===== config.mk =====
export PLATFORM = sky130hd
export DESIGN_NAME = ascii_binary_expression_evaluator
export DESIGN_NICKNAME = d
export VERILOG_FILES = /design/src/rtl/abe_pkg.sv /design/src/rtl/abe_ctrl.sv /design/src/rtl/abe_alu.sv /design/src/rtl/abe_dpath.sv /design/src/rtl/ascii_binary_expression_evaluator.sv
export SDC_FILE = /design/constraint.sdc
export NUM_CORES = 1
export LEC_CHECK = 0
export ABC_AREA = 1
export BUFFER_PORTS_ARGS = -buffer_cell sky130_fd_sc_hd__buf_4
export CORE_MARGIN = 5
export CORE_UTILIZATION = 25
export DETAILED_ROUTE_END_ITERATION = 7
export HOLD_SLACK_MARGIN = 0.05
export SYNTH_ARGS = -nofsm -noshare
export SYNTH_HDL_FRONTEND = slang
export SYNTH_SLANG_ARGS = --single-unit

===== constraint.sdc =====
create_clock -name i_clk -period 5.2 [get_ports i_clk]
set_clock_uncertainty 0.2 [all_clocks]
set_input_delay 1.04 -clock i_clk [delete_from_list [all_inputs] [get_ports i_clk]]
set_output_delay 1.04 -clock i_clk [all_outputs]
set_load 0.1 [all_outputs]

===== src/rtl/abe_pkg.sv =====
`timescale 1ns / 1ps

package abe_pkg;

    localparam int VALUE_BITS_DEF = 32;
    localparam int OUT_BITS       = 32;
    localparam int CHAR_BITS      = 8;

    localparam logic [CHAR_BITS-1:0] CH_0     = 8'd48;
    localparam logic [CHAR_BITS-1:0] CH_9     = 8'd57;
    localparam logic [CHAR_BITS-1:0] CH_PLUS  = 8'd43;
    localparam logic [CHAR_BITS-1:0] CH_MINUS = 8'd45;
    localparam logic [CHAR_BITS-1:0] CH_STAR  = 8'd42;
    localparam logic [CHAR_BITS-1:0] CH_SLASH = 8'd47;
    localparam logic [CHAR_BITS-1:0] CH_SPACE = 8'd32;
    localparam logic [CHAR_BITS-1:0] CH_TAB   = 8'd9;
    localparam logic [CHAR_BITS-1:0] CH_CR    = 8'd13;
    localparam logic [CHAR_BITS-1:0] CH_NL    = 8'd10;

    typedef enum logic [1:0] {
        OP_ADD = 2'd0,
        OP_SUB = 2'd1,
        OP_MUL = 2'd2,
        OP_DIV = 2'd3
    } t_op;

    typedef enum logic [1:0] {
        STAT_OK   = 2'd0,
        STAT_NOOP = 2'd1,
        STAT_DIV0 = 2'd2
    } t_status;

    typedef enum logic [2:0] {
        ST_LEAD,
        ST_A,
        ST_PREOP,
        ST_POSTOP,
        ST_B,
        ST_REST,
        ST_CALC
    } t_state;

    // controller -> datapath
    typedef struct packed {
        logic acc_a;
        logic acc_b;
        logic acc_fresh;
        logic take_op;
        logic alu_start;
        logic finish;
    } t_cmd;

    // datapath -> controller
    typedef struct packed {
        logic is_digit;
        logic is_ws;
        logic is_nl;
        logic alu_done;
    } t_stat;

endpackage


===== src/rtl/abe_ctrl.sv =====
`timescale 1ns / 1ps

module abe_ctrl (
    input  logic          i_clk,
    input  logic          i_rst_n,
    input  logic          i_in_valid,
    output logic          o_in_ready,
    output logic          o_out_valid,
    input  logic          i_out_ready,
    input  abe_pkg::t_stat i_stat,
    output abe_pkg::t_cmd  o_cmd
);
    import abe_pkg::*;

    t_state r_state, n_state;
    logic   r_out_valid, n_out_valid;
    logic   in_acc;
    logic   take;

    assign o_in_ready  = (r_state != ST_CALC) && (!r_out_valid || i_out_ready);
    assign o_out_valid = r_out_valid;
    assign in_acc      = i_in_valid && o_in_ready;
    assign take        = in_acc && !i_stat.is_nl;

    always_ff @(posedge i_clk) begin
        if (!i_rst_n) begin
            r_state     <= ST_LEAD;
            r_out_valid <= 1'b0;
        end else begin
            r_state     <= n_state;
            r_out_valid <= n_out_valid;
        end
    end

    always_comb begin
        n_state = r_state;
        o_cmd   = '0;
        if (in_acc && i_stat.is_nl) begin
            o_cmd.alu_start = 1'b1;
            n_state         = ST_CALC;
        end else begin
            unique case (r_state)
                ST_LEAD: begin
                    if (take && !i_stat.is_ws) begin
                        if (i_stat.is_digit) begin
                            o_cmd.acc_a     = 1'b1;
                            o_cmd.acc_fresh = 1'b1;
                            n_state         = ST_A;
                        end else begin
                            o_cmd.take_op = 1'b1;
                            n_state       = ST_POSTOP;
                        end
                    end
                end
                ST_A: begin
                    if (take) begin
                        if (i_stat.is_digit) begin
                            o_cmd.acc_a = 1'b1;
                        end else if (i_stat.is_ws) begin
                            n_state = ST_PREOP;
                        end else begin
                            o_cmd.take_op = 1'b1;
                            n_state       = ST_POSTOP;
                        end
                    end
                end
                ST_PREOP: begin
                    if (take && !i_stat.is_ws) begin
                        o_cmd.take_op = 1'b1;
                        n_state       = ST_POSTOP;
                    end
                end
                ST_POSTOP: begin
                    if (take && !i_stat.is_ws) begin
                        if (i_stat.is_digit) begin
                            o_cmd.acc_b     = 1'b1;
                            o_cmd.acc_fresh = 1'b1;
                            n_state         = ST_B;
                        end else begin
                            n_state = ST_REST;
                        end
                    end
                end
                ST_B: begin
                    if (take) begin
                        if (i_stat.is_digit) begin
                            o_cmd.acc_b = 1'b1;
                        end else begin
                            n_state = ST_REST;
                        end
                    end
                end
                ST_REST: begin
                    n_state = ST_REST;
                end
                ST_CALC: begin
                    if (i_stat.alu_done) begin
                        o_cmd.finish = 1'b1;
                        n_state      = ST_LEAD;
                    end
                end
                default: begin
                    n_state = ST_LEAD;
                end
            endcase
        end
    end

    // output beat is empty or leaving whenever finish fires
    always_comb begin
        n_out_valid = r_out_valid;
        if (o_cmd.finish) begin
            n_out_valid = 1'b1;
        end else if (r_out_valid && i_out_ready) begin
            n_out_valid = 1'b0;
        end
    end

endmodule


===== src/rtl/abe_alu.sv =====
`timescale 1ns / 1ps

module abe_alu #(
    parameter int VALUE_BITS = abe_pkg::VALUE_BITS_DEF
) (
    input  logic                  i_clk,
    input  logic                  i_rst_n,
    input  logic                  i_start,
    input  logic [VALUE_BITS-1:0] i_a,
    input  logic [VALUE_BITS-1:0] i_b,
    input  abe_pkg::t_op          i_op,
    input  logic                  i_seen,
    output logic                  o_done,
    output logic [VALUE_BITS-1:0] o_result,
    output abe_pkg::t_status      o_status,
    output abe_pkg::t_op          o_op_used
);
    import abe_pkg::*;

    localparam int CNT_BITS = $clog2(VALUE_BITS + 1);

    logic                  r_busy;
    logic                  r_done;
    t_op                   r_mode;
    logic                  r_neg;
    logic [CNT_BITS-1:0]   r_cnt;
    logic [VALUE_BITS-1:0] r_acc;
    logic [VALUE_BITS-1:0] r_x;
    logic [VALUE_BITS-1:0] r_y;
    logic [VALUE_BITS-1:0] r_result;
    t_status               r_status;
    t_op                   r_op_used;

    logic [VALUE_BITS-1:0] mag_a;
    logic [VALUE_BITS-1:0] mag_b;
    logic [VALUE_BITS-1:0] rem_sh;

    assign mag_a  = i_a[VALUE_BITS-1] ? (~i_a + 1'b1) : i_a;
    assign mag_b  = i_b[VALUE_BITS-1] ? (~i_b + 1'b1) : i_b;
    assign rem_sh = {r_acc[VALUE_BITS-2:0], r_x[VALUE_BITS-1]};

    assign o_done    = r_done;
    assign o_result  = r_result;
    assign o_status  = r_status;
    assign o_op_used = r_op_used;

    always_ff @(posedge i_clk) begin
        if (!i_rst_n) begin
            r_busy <= 1'b0;
            r_done <= 1'b0;
        end else begin
            r_done <= 1'b0;
            if (i_start) begin
                r_mode <= i_op;
                r_neg  <= i_a[VALUE_BITS-1] ^ i_b[VALUE_BITS-1];
                r_acc  <= '0;
                r_cnt  <= CNT_BITS'(VALUE_BITS);
                if (!i_seen) begin
                    r_result  <= '0;
                    r_status  <= STAT_NOOP;
                    r_op_used <= OP_ADD;
                    r_done    <= 1'b1;
                end else begin
                    r_op_used <= i_op;
                    r_status  <= STAT_OK;
                    unique case (i_op)
                        OP_ADD: begin
                            r_result <= i_a + i_b;
                            r_done   <= 1'b1;
                        end
                        OP_SUB: begin
                            r_result <= i_a - i_b;
                            r_done   <= 1'b1;
                        end
                        OP_MUL: begin
                            r_x    <= i_a;
                            r_y    <= i_b;
                            r_busy <= 1'b1;
                        end
                        OP_DIV: begin
                            if (i_b == '0) begin
                                r_result <= '0;
                                r_status <= STAT_DIV0;
                                r_done   <= 1'b1;
                            end else begin
                                r_x    <= mag_a;
                                r_y    <= mag_b;
                                r_busy <= 1'b1;
                            end
                        end
                        default: begin
                            r_done <= 1'b1;
                        end
                    endcase
                end
            end else if (r_busy) begin
                if (r_cnt == '0) begin
                    r_busy <= 1'b0;
                    r_done <= 1'b1;
                    if (r_mode == OP_MUL) begin
                        r_result <= r_acc;
                    end else begin
                        r_result <= r_neg ? (~r_x + 1'b1) : r_x;
                    end
                end else begin
                    r_cnt <= r_cnt - 1'b1;
                    if (r_mode == OP_MUL) begin
                        // shift-add, low bits of the product are sign-agnostic
                        if (r_y[0]) begin
                            r_acc <= r_acc + r_x;
                        end
                        r_x <= {r_x[VALUE_BITS-2:0], 1'b0};
                        r_y <= {1'b0, r_y[VALUE_BITS-1:1]};
                    end else begin
                        // restoring divide, quotient bits shift into r_x
                        if (rem_sh >= r_y) begin
                            r_acc <= rem_sh - r_y;
                            r_x   <= {r_x[VALUE_BITS-2:0], 1'b1};
                        end else begin
                            r_acc <= rem_sh;
                            r_x   <= {r_x[VALUE_BITS-2:0], 1'b0};
                        end
                    end
                end
            end
        end
    end

endmodule


===== src/rtl/abe_dpath.sv =====
`timescale 1ns / 1ps

module abe_dpath #(
    parameter int VALUE_BITS = abe_pkg::VALUE_BITS_DEF
) (
    input  logic                          i_clk,
    input  logic                          i_rst_n,
    input  logic [abe_pkg::CHAR_BITS-1:0] i_char_code,
    input  abe_pkg::t_cmd                 i_cmd,
    output abe_pkg::t_stat                o_stat,
    output logic signed [abe_pkg::OUT_BITS-1:0] o_value,
    output logic [1:0]                    o_status,
    output logic [1:0]                    o_op_used
);
    import abe_pkg::*;

    logic [VALUE_BITS-1:0] r_first;
    logic [VALUE_BITS-1:0] r_second;
    t_op                   r_op;
    logic                  r_seen;

    logic signed [OUT_BITS-1:0] r_value;
    t_status                    r_status;
    t_op                        r_op_used;

    logic                  is_digit;
    logic                  is_ws;
    logic                  is_op;
    t_op                   op_code;
    logic [VALUE_BITS-1:0] acc_src;
    logic [VALUE_BITS-1:0] acc_next;
    logic [3:0]            digit;

    logic                  alu_done;
    logic [VALUE_BITS-1:0] alu_result;
    t_status               alu_status;
    t_op                   alu_op_used;

    assign is_digit = (i_char_code >= CH_0) && (i_char_code <= CH_9);
    assign is_ws    = (i_char_code == CH_SPACE) || (i_char_code == CH_TAB)
                   || (i_char_code == CH_CR);

    always_comb begin
        is_op   = 1'b1;
        op_code = OP_ADD;
        priority if (i_char_code == CH_PLUS) begin
            op_code = OP_ADD;
        end else if (i_char_code == CH_MINUS) begin
            op_code = OP_SUB;
        end else if (i_char_code == CH_STAR) begin
            op_code = OP_MUL;
        end else if (i_char_code == CH_SLASH) begin
            op_code = OP_DIV;
        end else begin
            is_op = 1'b0;
        end
    end

    assign o_stat.is_digit = is_digit;
    assign o_stat.is_ws    = is_ws;
    assign o_stat.is_nl    = (i_char_code == CH_NL);
    assign o_stat.alu_done = alu_done;

    // acc * 10 + digit as two shifts and adds
    assign digit    = 4'(i_char_code - CH_0);
    assign acc_src  = i_cmd.acc_fresh ? '0 : (i_cmd.acc_a ? r_first : r_second);
    assign acc_next = (acc_src << 3) + (acc_src << 1) + VALUE_BITS'(digit);

    always_ff @(posedge i_clk) begin
        if (!i_rst_n) begin
            r_first  <= '0;
            r_second <= '0;
            r_op     <= OP_ADD;
            r_seen   <= 1'b0;
        end else if (i_cmd.finish) begin
            r_first  <= '0;
            r_second <= '0;
            r_op     <= OP_ADD;
            r_seen   <= 1'b0;
        end else begin
            if (i_cmd.acc_a) begin
                r_first <= acc_next;
            end
            if (i_cmd.acc_b) begin
                r_second <= acc_next;
            end
            if (i_cmd.take_op) begin
                r_seen <= is_op;
                r_op   <= op_code;
            end
        end
    end

    always_ff @(posedge i_clk) begin
        if (i_cmd.finish) begin
            r_value   <= OUT_BITS'(signed'(alu_result));
            r_status  <= alu_status;
            r_op_used <= alu_op_used;
        end
    end

    assign o_value   = r_value;
    assign o_status  = r_status;
    assign o_op_used = r_op_used;

    abe_alu #(
        .VALUE_BITS (VALUE_BITS)
    ) u_alu (
        .i_clk     (i_clk),
        .i_rst_n   (i_rst_n),
        .i_start   (i_cmd.alu_start),
        .i_a       (r_first),
        .i_b       (r_second),
        .i_op      (r_op),
        .i_seen    (r_seen),
        .o_done    (alu_done),
        .o_result  (alu_result),
        .o_status  (alu_status),
        .o_op_used (alu_op_used)
    );

endmodule


===== src/rtl/ascii_binary_expression_evaluator.sv =====
`timescale 1ns / 1ps
// Characters other than newline are taken one per cycle, no result.
// Newline: +, -, no operator and divide by zero register the ALU result and done flag at
// once, then load the output register; * and / first run VALUE_BITS steps of the
// shift-add / restoring-divide unit. Input ready stays low until the result is loaded,
// and while a loaded result waits on output ready.
// Synchronous active-low reset clears the parser, operands and the output valid.
module ascii_binary_expression_evaluator #(
    parameter int VALUE_BITS = abe_pkg::VALUE_BITS_DEF
) (
    input  logic                          i_clk,
    input  logic                          i_rst_n,
    input  logic                          i_in_valid,
    output logic                          o_in_ready,
    input  logic [abe_pkg::CHAR_BITS-1:0] i_char_code,
    output logic                          o_out_valid,
    input  logic                          i_out_ready,
    output logic signed [abe_pkg::OUT_BITS-1:0] o_value,
    output logic [1:0]                    o_status,
    output logic [1:0]                    o_op_used
);
    import abe_pkg::*;

    t_cmd  cmd;
    t_stat stat;

    abe_ctrl u_ctrl (
        .i_clk       (i_clk),
        .i_rst_n     (i_rst_n),
        .i_in_valid  (i_in_valid),
        .o_in_ready  (o_in_ready),
        .o_out_valid (o_out_valid),
        .i_out_ready (i_out_ready),
        .i_stat      (stat),
        .o_cmd       (cmd)
    );

    abe_dpath #(
        .VALUE_BITS (VALUE_BITS)
    ) u_dpath (
        .i_clk       (i_clk),
        .i_rst_n     (i_rst_n),
        .i_char_code (i_char_code),
        .i_cmd       (cmd),
        .o_stat      (stat),
        .o_value     (o_value),
        .o_status    (o_status),
        .o_op_used   (o_op_used)
    );

endmodule


==> results of run 1 <==
power groups by stage:
stage / sequential, mW / combinational, mW / clock, mW
floorplan: 2.20 / 1.29 / 0
global placement: 2.21 / 1.74 / 0
detailed placement: 2.21 / 1.74 / 0
CTS: 2.17 / 1.76 / 2.43
global route: 2.18 / 2.01 / 2.50
finish: 2.17 / 1.80 / 2.38
cells in the mapped netlist (all sizes together) (32+ instances only):
cell type,count
nand4,39
clkbuf,52
nor2,296
xor2,77
edfxtp,177
dfxtp,73
nand3,206
xnor2,32
a21oi,298
nor3,44
ha,158
o211ai,47
o21ai,315
nand2,614
inv,390
per-layer routing:
metal / GRT usage [%] / up-vias / wire length (µm)
met5: 0 / - / 0
met2: 24.4 / 719 / 31500
met1: 23.0 / 9826 / 34300
li1: - / 10500 / -
met4: 5.06 / 0 / 2660
met3: 1.56 / 117 / 5290
layout make-up:
cell class              count  share of cell area (%)
multi-input cells        2307                    52.6
flip-flops and latches    250                    27.8
inverters                 393                    6.06
well taps                1144                    5.88
clock buffers              34                    3.23
repair buffers             98                    3.07
clock inverters            22                    1.34
diodes                      2                  0.0206
final timing paths:
check             cells after the start  slack [ns]                      start                         end
setup / recovery                     21        0.60        u_dpath.r_second[0]  u_dpath.u_alu.o_result[28]
hold / removal                        0        0.22  u_dpath.u_alu.o_result[0]          u_dpath.o_value[0]
setup reg to reg                     21        0.60        u_dpath.r_second[0]  u_dpath.u_alu.o_result[28]
hold reg to reg                       0        0.22  u_dpath.u_alu.o_result[0]          u_dpath.o_value[0]
cell families after synthesis:
| kind of cell | Yosys count | synth area share (%) |
|---|---|---|
| buffers and inverters | 474 | 8.59 |
| flip-flops | 250 | 31.7 |
| XOR/XNOR | 109 | 4.47 |
| AO/OA/AOI/OAI | 800 | 20.9 |
| AND/OR/NAND/NOR | 1235 | 24.5 |
| adder cells (fa/ha/maj) | 163 | 9.72 |
flip-flops by register name (all words and copies together), names as in the netlist:
name,cells
u_dpath.u_alu.o_result,32
u_dpath.u_alu.r_x,32
u_dpath.r_seen,1
u_dpath.u_alu.o_op_used,2
u_dpath.o_value,32
u_dpath.r_op,2
u_dpath.u_alu.r_cnt,6
u_dpath.u_alu.r_acc,32
u_dpath.r_second,32
u_dpath.r_first,32
u_dpath.o_op_used,2
u_dpath.u_alu.o_done,1
u_dpath.u_alu.r_y,32
u_dpath.u_alu.r_mode,2
u_ctrl.r_state,3
u_dpath.o_status,2
u_dpath.u_alu.o_status,2
u_dpath.u_alu.r_busy,1
u_ctrl.o_out_valid,1
u_dpath.u_alu.r_neg,1
metrics by stage:
stage | cell area, µm² | total power, mW | worst slack [ns]
3_3_place_gp | 23200 | 3.96 | 0.183
2_1_floorplan | 21400 | 3.49 | 0.558
4_1_cts | 24300 | 6.35 | 0.643
6_report | 24300 | 6.35 | 0.596
5_1_grt | 24300 | 6.69 | 0.224
3_5_place_dp | 23200 | 3.96 | 0.0356
layout by cell type (no fill, tap or decap), types with 11 or more instances in the layout:
cell,Yosys,routed
buf_4,3,97
nor4_1,12,12
nand3_1,203,203
o21bai_1,22,22
o21ai_1,16,15
nor2_2,8,11
dfxtp_1,73,73
xnor2_1,32,32
ha_1,158,158
a31oi_1,22,21
a21o_1,17,17
clkbuf_16,0,31
a21boi_0,16,16
a21oi_1,298,297
o22ai_1,12,12
o221ai_1,15,15
nor3_1,40,40
edfxtp_1,177,177
o211ai_1,47,47
nand2_1,614,613
o21ai_0,296,296
xor2_1,77,77
nand4_1,38,38
nor2_1,286,282
inv_1,382,381
worst max-delay path, cell delays in order, from the launching register on:
cell and delay, ns:
dfxtp_1 0.37, inv_1 0.20, ha_1 0.26, nand3_1 0.16, nor2_1 0.20, nand4_1 0.16, nor2_1 0.21, nand3_1 0.18
nor3_1 0.22, xor2_1 0.22, nand2_1 0.07, o21ai_0 0.15, ha_1 0.35, nand2_1 0.11, inv_1 0.06, nand2_1 0.10
o221ai_1 0.18, a21oi_1 0.17, nand2_1 0.14, or2_2 0.29, nand3_1 0.16, nand3_1 0.15
==> results by group, run 1 <==
Run status
  – Status: complete, no violations

Clocking
  – Clk slew on worst S/H paths: approximately 0.06 ns
  – CTS root buf: clkbuf_16
  – Setup bufs post-CTS: 0
  – CTS buffer count: 30
  – Clock Path Buffers: 3
  – PostCTS Resize Cnt: 0
  – Hold_buf cts: 0
  – H-tree depth: 1
  – CTS tree: yes
  – Worst-Skew Late Latency: 0.60 ns
  – Clock sinks: 250

Setup path
  – Critical path arrival: 4.73 ns
  – Critical path startpoint category: register
  – Crit Path Max Fanout: 5
  – Setup Crit Path Kind: reg -> reg
  – Required time of the critical path: 5.32 ns
  – Setup crit end kind: register

Pwr
  – Pleak: roughly 11 nW
  – Worst VDD drop: 0.000226 V
  – P_int: around 4.1 mW
  – Combinational share of power: between 20 and 30%
  – Power per cell area: 261 mW/mm²
  – Sw power: between 2 and 2.5 mW
  – Proportion of power drawn by the clock network: 37.4%
  – Sw frac: 35.1%
  – Reg power frac: 34.2%

Synth
  – Synthesized cell area: 0.0214 mm²
  – Post-synth EDFFs: approximately 180
  – Syn nets: 3206
  – Top post-synthesis cells by area: edfxtp_1 25%, nand2_1 11%, ha_1 9.3%
  – FFs w/ async S/R, synth: 0%
  – Count of cell types in the netlist: between 50 and 60
  – Warning count from the yosys run: 0
  – Post-synthesis register bit count: 250
  – Syn Inst Count: approximately 3000
  – Post-synth top flop: edfxtp_1
  – Sequential area share after synthesis: 31.7%
  – Post-synth top area cell: edfxtp_1
  – Post-synth top area share: 24.9%
  – Avg Inst Size Synth: 7.05 µm²

Routing
  – DR vias/cell: 4.98
  – DRT Pass-1 Iters: 7
  – Drt drc: 0
  – DR iter-0 viols: 2007
  – Antenna viol nets, final: 0
  – Routed WL: 73800 µm
  – Total number of vias: roughly 21000
  – Post-DR wirelength/cell: 17.4 µm

STA
  – Crit path time final: 4.60 ns
  – Worst-Margin Slew: between 0.9 and 1 ns
  – Unrepaired setup endpoints after global routing: no
  – Maximum clock rate: 217 MHz
  – Setup violators final: 0
  – Final count of hold timing violations: 0
  – Rel. slew slack: 35.0%
  – Slew Limit Fails: 0
  – Min Hold Slack: ~0.22 ns
  – Setup_tns: 0 ns
  – Final period utilization: 88.5%

GRT
  – Total grt overflow: 0
  – Initial antenna violation count: 3
  – First-pass GRT wire length: between 100000 and 150000 µm
  – Vias in the first global route: 19600
  – GRT Total Usage: 15.7%
  – Largest net degree at the start of global routing: 66

Layout
  – Fillcell total: 9320
  – Layout cells sized above 1: 6.28%
  – Register area: about 0.0068 mm²
  – Layout Nets: 3255
  – Utilization after layout: between 20% and 30%
  – Multi-input logic area: 0.0128 mm²
  – P&R area growth vs syn: 14.0%
  – Non-Filler Instances: 4250

Placed design
  – Post-detail-place hpwl: 60100 µm
  – Post-Place Cells: 4192
  – Count of input and output buffers: 49
  – Routability-driven placement congestion ratio: 1.02

Floorplanning
  – Ports: 50
  – Die area: 0.0914 mm²
  – Core box area: around 0.085 mm²
  – FP Rows: roughly 110
  – Die height: 302 µm
  – Initial Utilization: 25.1%
  – Die width: 302 µm

Hold path
  – Hold WC Path Type: reg -> reg

Flow run
  – Max cap viols: 0
No activity file was read; power rests on OpenSTA's default activity.
==> run 2: changes to the inputs <==
- CELL_PAD_IN_SITES_DETAIL_PLACEMENT: default -> 0
- CELL_PAD_IN_SITES_GLOBAL_PLACEMENT: default -> 1
- CORE_ASPECT_RATIO: default -> 0.7
- PLACE_DENSITY_LB_ADDON: default -> 0.1
- RECOVER_POWER: default -> 100
==> results by group, run 2 (synthesis gave the netlist of run 1 again) <==
Floorplanning
  – Die area: 0.0915 mm² (+0.10%)
  – Die height: 255 µm (-16%)
  – FP Rows: 89 (-17%)
  – Core box area: 0.0845 mm² (-0.58%)
  – Initial Utilization: 25.3% (+0.15 points)
  – Ports: 50 (unchanged)
  – Die width: 359 µm (+19%)

Clocking
  – Worst-Skew Late Latency: 0.57 ns (-0.03 ns)
  – H-tree depth: 2 (+1)
  – Clock sinks: 250 (unchanged)
  – CTS root buf: clkbuf_16
  – CTS tree: yes
  – CTS buffer count: 34 (+13%)
  – Clock Path Buffers: 3 (unchanged)
  – Hold_buf cts: 0 (unchanged)
  – Clk slew on worst S/H paths: 0.06 ns (about the same)

GRT
  – Initial antenna violation count: 3 (unchanged)
  – GRT Total Usage: 21.9% (+6.2 points)
  – Vias in the first global route: 20500 (+4.9%)
  – Total grt overflow: 0 (unchanged)
  – Largest net degree at the start of global routing: 58 (-12%)
  – First-pass GRT wire length: 148000 µm (+31%)

Routing
  – DR iter-0 viols: 2382 (+19%)
  – Routed WL: 103000 µm (+39%)
  – Total number of vias: 22100 (+4.5%)
  – DR vias/cell: 5.08 (+2.0%)
  – DRT Pass-1 Iters: 6 (-1)
  – Antenna viol nets, final: 0 (unchanged)
  – Post-DR wirelength/cell: 23.6 µm (+36%)
  – Drt drc: 0 (unchanged)

Setup path
  – Setup Crit Path Kind: reg -> reg
  – Critical-path cell list: inv_1 > ha_1 > nand4_1 > nor2_1 > buf_4 > nor2_1 > o21ai_0 > ha_1 > a21oi_1 > a21boi_0 > o21bai_1 > a21oi_1 > o21bai_1 > o21ai_0 > o211ai_1
  – Slowest stage cell, crit path: a21oi_1
  – Max stage delay on crit path: 0.54 ns (+0.17 ns)
  – Top delay family on crit path: compound AO/OA/AOI/OAI gates
  – Stages on worst setup path: 15 (-29%)
  – Critical path startpoint category: register
  – R2R cell count: 15 (-29%)
  – Critical path arrival: 4.96 ns (+0.23 ns)
  – Setup crit end kind: register
  – Critical path buffers and inverters: 2 (unchanged)
  – Crit Path Max Fanout: 4 (-1)
  – Required time of the critical path: 5.26 ns (-0.06 ns)

Pwr
  – Reg power frac: 32.7% (-1.5 points)
  – Combinational share of power: 31.2% (+2.8 points)
  – Worst VDD drop: 0.000202 V (-10%)
  – Sw frac: 38.0% (+2.9 points)
  – P_int: 4.11 mW (-0.35%)
  – Proportion of power drawn by the clock network: 36.1% (-1.3 points)
  – Power per cell area: 266 mW/mm² (+1.9%)
  – Sw power: 2.52 mW (+13%)
  – Pleak: 11.1 nW (+3.3%)

Placed design
  – Post-detail-place hpwl: 85900 µm (+43%)
  – Post-Place Cells: 4295 (+2.5%)
  – DP Worst Slack: -0.238 ns (-0.274 ns)
  – Placed standard-cell area: 0.0241 mm² (+3.7%)
  – Routability-driven placement congestion ratio: 0.933 (-8.8%)
  – Count of input and output buffers: 49 (unchanged)

STA
  – Final period utilization: 94.2% (+5.7 points)
  – Worst-Margin Slew: 2.35 ns (+1.39 ns)
  – Crit path time final: 4.90 ns (+0.296 ns)
  – Slew Limit Fails: 109 (+109)
  – Final count of hold timing violations: 0 (unchanged)
  – Maximum clock rate: 204 MHz (-6.0%)
  – Unrepaired setup endpoints after global routing: no
  – Setup ws final: 0.300 ns (-0.296 ns)
  – Min Hold Slack: 0.217 ns (-0.000670 ns)
  – Rel. slew slack: -57.0% (-92 points)
  – Setup violators final: 0 (unchanged)

Flow run
  – Max cap viols: 3 (+3)

Layout
  – Layout cells sized above 1: 7.83% (+1.6 points)
  – P&R area growth vs syn: 16.7%
  – Layout Nets: 3369 (+3.5%)
  – Most frequent cells in the layout: 614 x nand2_1, 382 x inv_1, 299 x o21ai_0
  – Utilization after layout: 29.5% (+0.86 points)
  – Fillcell total: 9375 (+0.59%)
  – Non-Filler Instances: 4354 (+2.4%)
  – Commonest non-fill, non-tap cell in the layout: nand2_1
  – Finished layout cell area: 0.0249 mm² (+2.4%)
  – Diodes inserted: 0 (-2)

Hold path
  – Hold Path Cell Cnt: 0 (unchanged)
  – Hold WC Path Type: reg -> reg

Run status
  – Failing checks: max-capacitance violations, max-slew violations
  – Status: finished, violations left
## run 2: cell types whose count changed in the layout (fill, tap and decap cells not counted), sizes merged
cell,before,now
inv,394,392
clkinvlp,5,4
clkbuf,34,109
bufinv,7,1
clkinv,9,11
buf,98,143
diode,2,0
## run 2: power groups by stage
| stage | logic, mW | clock network [mW] | registers [mW] |
|---|---|---|---|
| after floorplan | 1.29 | 0 | 2.20 |
| after global placement | 2.05 | 0 | 2.21 |
| after detailed placement | 2.03 | 0 | 2.21 |
| after CTS | 2.04 | 2.46 | 2.17 |
| after global routing | 2.27 | 2.54 | 2.17 |
| final | 2.07 | 2.39 | 2.17 |
## run 2: worst paths after layout
kind | start | to | slack [ns]
hold reg to reg | u_dpath.u_alu.o_result[24] | u_dpath.o_value[24] | 0.22
hold / removal | u_dpath.u_alu.o_result[24] | u_dpath.o_value[24] | 0.22
setup reg to reg | u_dpath.r_second[0] | u_dpath.u_alu.o_result[17] | 0.30
setup / recovery | u_dpath.r_second[0] | u_dpath.u_alu.o_result[17] | 0.30
## run 2: timing repair
item                                    CTS  global route
buffers inserted                          0             0
gates resized for setup                   0             5
endpoints found under the setup margin    0             4
## run 2: cell type report
class / count / area, µm² / share of cell area [%]
well taps: 1137 / 1420 / 5.71
multi-input cells: 2307 / 12800 / 51.3
inverters: 393 / 1480 / 5.92
clock buffers: 44 / 965 / 3.87
clock inverters: 15 / 115 / 0.462
repair buffers: 208 / 1390 / 5.57
flip-flops and latches: 250 / 6780 / 27.2
## run 2: metrics by stage
stage	TNS (ns)	power, mW
after detailed placement	-1.42	4.25
after floorplan	0	3.49
after global routing	0	6.98
after CTS	0	6.68
final	0	6.63
after global placement	-1.15	4.26
## run 2: worst register-to-register path, delay by kind of cell, from the launching register on
family                   cells  cell delay (ns)
buffers and inverters        2             0.37
AND/OR/NAND/NOR              3             0.57
flip-flops                   1             0.40
AO/OA/AOI/OAI                8             2.44
adder cells (fa/ha/maj)      2             0.62
## run 2: routing by layer
layer  up-vias  routed length (µm)  GRT usage [%]
met3        59               10700           7.09
met5         -                   0              0
met4         0                1280           3.33
li1      10700                   -              -
met2       773               37300           28.4
met1     10500               53600           34.8
